--- src/hdl/ghp_ram.sv ---
`timescale 1ns / 1ps

// Simple dual-port RAM, one write port, one read port, registered read.
module ghp_ram #(
    parameter int WIDTH = 8,
    parameter int DEPTH = 256,
    localparam int AW   = (DEPTH > 1) ? $clog2(DEPTH) : 1
) (
    input  logic             clk,
    input  logic             we,
    input  logic [AW-1:0]    waddr,
    input  logic [WIDTH-1:0] wdata,
    input  logic [AW-1:0]    raddr,
    output logic [WIDTH-1:0] rdata
);

    logic [WIDTH-1:0] mem [DEPTH];

    always_ff @(posedge clk)
    begin
        if (we)
        begin
            mem[waddr] <= wdata;
        end
        rdata <= mem[raddr];
    end

endmodule

--- config.mk ---
export PLATFORM = sky130hd
export DESIGN_NAME = ghp_ram
export DESIGN_NICKNAME = d
export VERILOG_FILES = /design/src/hdl/ghp_ram.sv
export SDC_FILE = /design/constraint.sdc
export NUM_CORES = 2
export LEC_CHECK = 0
export BUFFER_PORTS_ARGS = -buffer_cell sky130_fd_sc_hd__clkbuf_2
export CORE_MARGIN = 8
export CORE_UTILIZATION = 60
export CTS_CLUSTER_DIAMETER = 60
export DETAILED_ROUTE_END_ITERATION = 12
export GPL_TIMING_DRIVEN = 0
export PLACE_DENSITY = 0.79
export SETUP_SLACK_MARGIN = 0.4
export SYNTH_ARGS = -nofsm -noshare
export SYNTH_HDL_FRONTEND = slang
export SYNTH_SLANG_ARGS = --single-unit
export TNS_END_PERCENT = 5
--- constraint.sdc ---
create_clock -name clk -period 3.5 [get_ports clk]
set_input_delay 0.175 -clock clk [delete_from_list [all_inputs] [get_ports clk]]
set_output_delay 0.175 -clock clk [all_outputs]
set_load 0.03 [all_outputs]
==> summary.txt <==
Power
  • Switching Fraction: 0.224
  • Peak supply drop: 576 uV
  • Switching power total: 0.0114 W
  • Clock power frac: 0.409
  • Tot Pwr: 0.0510 W
  • Pwr Density: 574 nW/um^2
  • Part of the power in registers: 0.533
  • P_int: 0.0396 W
  • Combinational Power Share: 0.059
  • Pleak: 27.4 nW

Routing
  • First DRT Iteration DRCs: 8689
  • DR vias: between 40000 and 50000
  • DRC Markers: 0
  • Vias per inst: 7.39
  • DRT antenna net count: 0
  • Routed WL per cell: around 40 um
  • Drt first pass iters: 7
  • Routed wire length: approximately 240 mm

Timing
  • Min Tclk post-route: approximately 3.6 ns
  • Hold Fails Final Rpt: 5
  • Setup Skew: around 0.048 ns
  • Worst hold slack: -0.00332 ns
  • Finish-stage setup viols: 1
  • Least-Margin Pin Slew: 1.70 ns
  • Worst Setup Slack, final: -0.0651 ns
  • Fin crit share: 1.02
  • Unrepaired setup endpoints after global routing: true
  • Relative slew slack: -0.130
  • Setup_tns: -0.0651 ns
  • Fmax: roughly 280 MHz
  • Final Max Tran Viols: 80

Logic synthesis
  • Yosys warns: 0
  • Mean post-synth cell area: 21.3 um^2
  • Seq/Total Area, Yosys: 0.775
  • Synth Register Bits: 2056
  • Ys async rst share: 0
  • Post-synth EDFFs: 2048
  • Mapped Nets: 3759
  • Distinct cells, synth: 55
  • Cell count after synthesis: 3733
  • Cell Area, Synth: slightly below 80000 um^2
  • Main synth FF type: edfxtp_1

Critical path
  • CP arrival: 4.21 ns
  • Worst Path Required: 4.14 ns
  • Slowest stage delay, CP: 1.28 ns
  • WS Path Type: input port to flip-flop
  • Slowest cell on crit path: a2111oi_1
  • Buffers plus inverters on the worst setup path: 5
  • Worst-path maximum fanout: 10
  • Startpoint Class: input port
  • CP Cell Sequence: clkbuf_2 > buf_4 > clkbuf_1 > clkbuf_2 > clkbuf_1 > a2111oi_1 > nor3_1 > nor4_2
  • CP delay by family, top: buffers and inverters
  • Crit. End Element: flip-flop

Finish
  • Filler Cells Inserted: 7911
  • Layout Nets: 3998
  • Final core occ: 0.675
  • Share of cells above drive strength 1: 0.227
  • Most common cell after layout, fill and taps aside: edfxtp_1
  • Area grow syn2layout: 11.6%
  • Most frequent cells in the layout: 2048 x edfxtp_1, 454 x mux4_2, 278 x nor2_1

Status
  • Violated checks: negative hold slack, max-capacitance violations, max-slew violations, negative setup slack
  • Outcome: finished with violations

Clock network
  • Max Root-Sink Buffers: 3
  • CTS tree: built
  • Clock latency on the worst-skew pair: between 0.8 and 0.9 ns
  • Root Driver: clkbuf_16
  • Clock transition at the registers of the reported paths: roughly 0.070 ns
  • CTS Sinks: 2056
  • H-Tree Level Count: 4
  • CTS Buf Count: 194

Floorplanning
  • Core box area: 131000 um^2
  • Starting Density: 0.605
  • Row Count: 133
  • Die ar.: ~140000 um^2
  • Die X: 380 um
  • IO Count: 34
  • Die height: 380 um

Global route
  • GRT Total Usage: 0.322
  • Initial antenna violation count: 17
  • Largest net degree at the start of global routing: 153
  • First-pass GRT wire length: 325 mm
  • Vias in the first global route: between 40000 and 50000
  • Gr ovfl total: 0

Placed design
  • Gpl congestion: 1.01
  • Hpwl dp: 151 mm
  • Number of port buffers: 26

Flow run
  • Max-Cap Viols: 7

Hold path
  • Hold Path Class: input port to flip-flop
==> worst reg2reg max path: cells and delay by family, from the launching register on <==
| family | cells | cell delay [ns] |
|---|---|---|
| and+or+nand+nor | 3 | 1.01 |
| DFF | 1 | 0.35 |
| AOI/OAI and AO/OA | 1 | 1.19 |
| muxes | 2 | 0.55 |
==> Yosys cell counts, types with 16 or more instances <==
cell | instances | area [um^2]
nor3_1 | 22 | 110
buf_4 | 27 | 203
buf_1 | 22 | 82.6
mux2i_1 | 134 | 1340
a211oi_1 | 16 | 120
edfxtp_1 | 2048 | 61500
nand2_1 | 33 | 124
mux4_2 | 454 | 10200
nand3_1 | 34 | 170
clkbuf_1 | 111 | 417
buf_6 | 21 | 236
o22ai_1 | 28 | 175
a22oi_1 | 133 | 998
a21oi_1 | 96 | 480
nor2_1 | 282 | 1060
o221ai_1 | 46 | 403
nor2b_1 | 31 | 194
nor4_1 | 24 | 150
buf_2 | 31 | 155
==> registers in the layout, summed over array words and instances, names as in the netlist <==
name,cells
mem,2048
rdata,8
==> stage by stage <==
| step | cell area, um^2 | setup WS, ns | std cells |
|---|---|---|---|
| after global routing | 88700 | 0.203 | 5888 |
| after CTS | 88700 | 0.356 | 5886 |
| after global placement | 81900 | -1.50 | 5514 |
| final | 88800 | -0.0651 | 5901 |
| after floorplan | 79600 | 1.39 | 3733 |
| after detailed placement | 82300 | -1.36 | 5527 |
==> repair_timing <==
item,4_1_cts,5_1_grt
pin swaps,0,0
setup buffers,0,0
resized for setup,51,25
endpoints found under the hold margin,64,0
setup endpoints to repair,16,136
gates cloned,0,0
hold buffers,3,0
==> final cells by class <==
type,count,area [um^2],share of cell area
inverters,2,7.51,0.0000846
flip-flops and latches,2056,61700,0.695
clock inverters,112,1000,0.0113
repair buffers,43,563,0.00634
clock buffers,244,5160,0.0581
multi-input cells,1442,16600,0.187
plain buffers,233,1550,0.0175
diodes,14,35.0,0.000395
well taps,1755,2200,0.0247
==> path summary, 6_finish.rpt <==
path | startpoint | end | slack [ns] | depth (start not counted)
worst max-delay path | raddr[4] | rdata[1] | -0.07 | 8
worst min-delay path | wdata[6] | mem[82][6] | -0.003 | 1
worst min register to register | mem[115][7] | rdata[7] | 1.36 | 5
worst max register to register | mem[142][1] | rdata[1] | 0.20 | 6
==> cells by family after synthesis <==
group                  Yosys count  share of synthesized area
flip-flops                    2056                      0.775
multiplexers                   591                      0.146
AND/OR/NAND/NOR                466                     0.0263
AO/OA/AOI/OAI                  385                     0.0342
buffers and inverters          235                     0.0183
==> power groups by stage <==
stage / registers (W) / clock network [W] / logic, W
after global placement: 0.0278 / 0 / 0.00266
after floorplan: 0.0277 / 0 / 0.00132
after CTS: 0.0272 / 0.0207 / 0.00283
after global routing: 0.0272 / 0.0216 / 0.00297
after detailed placement: 0.0277 / 0 / 0.00277
final: 0.0272 / 0.0208 / 0.00299
==> layer usage <==
layer  track usage  vias to the layer above  share of wire
li1              -                    16167              -
met4         0.200                       20          0.077
met1         0.403                    21877           0.32
met2         0.470                     4580           0.44
met3         0.134                      971           0.17
met5       0.00165                        -         0.0019
Power figures use the tool's default switching activity.
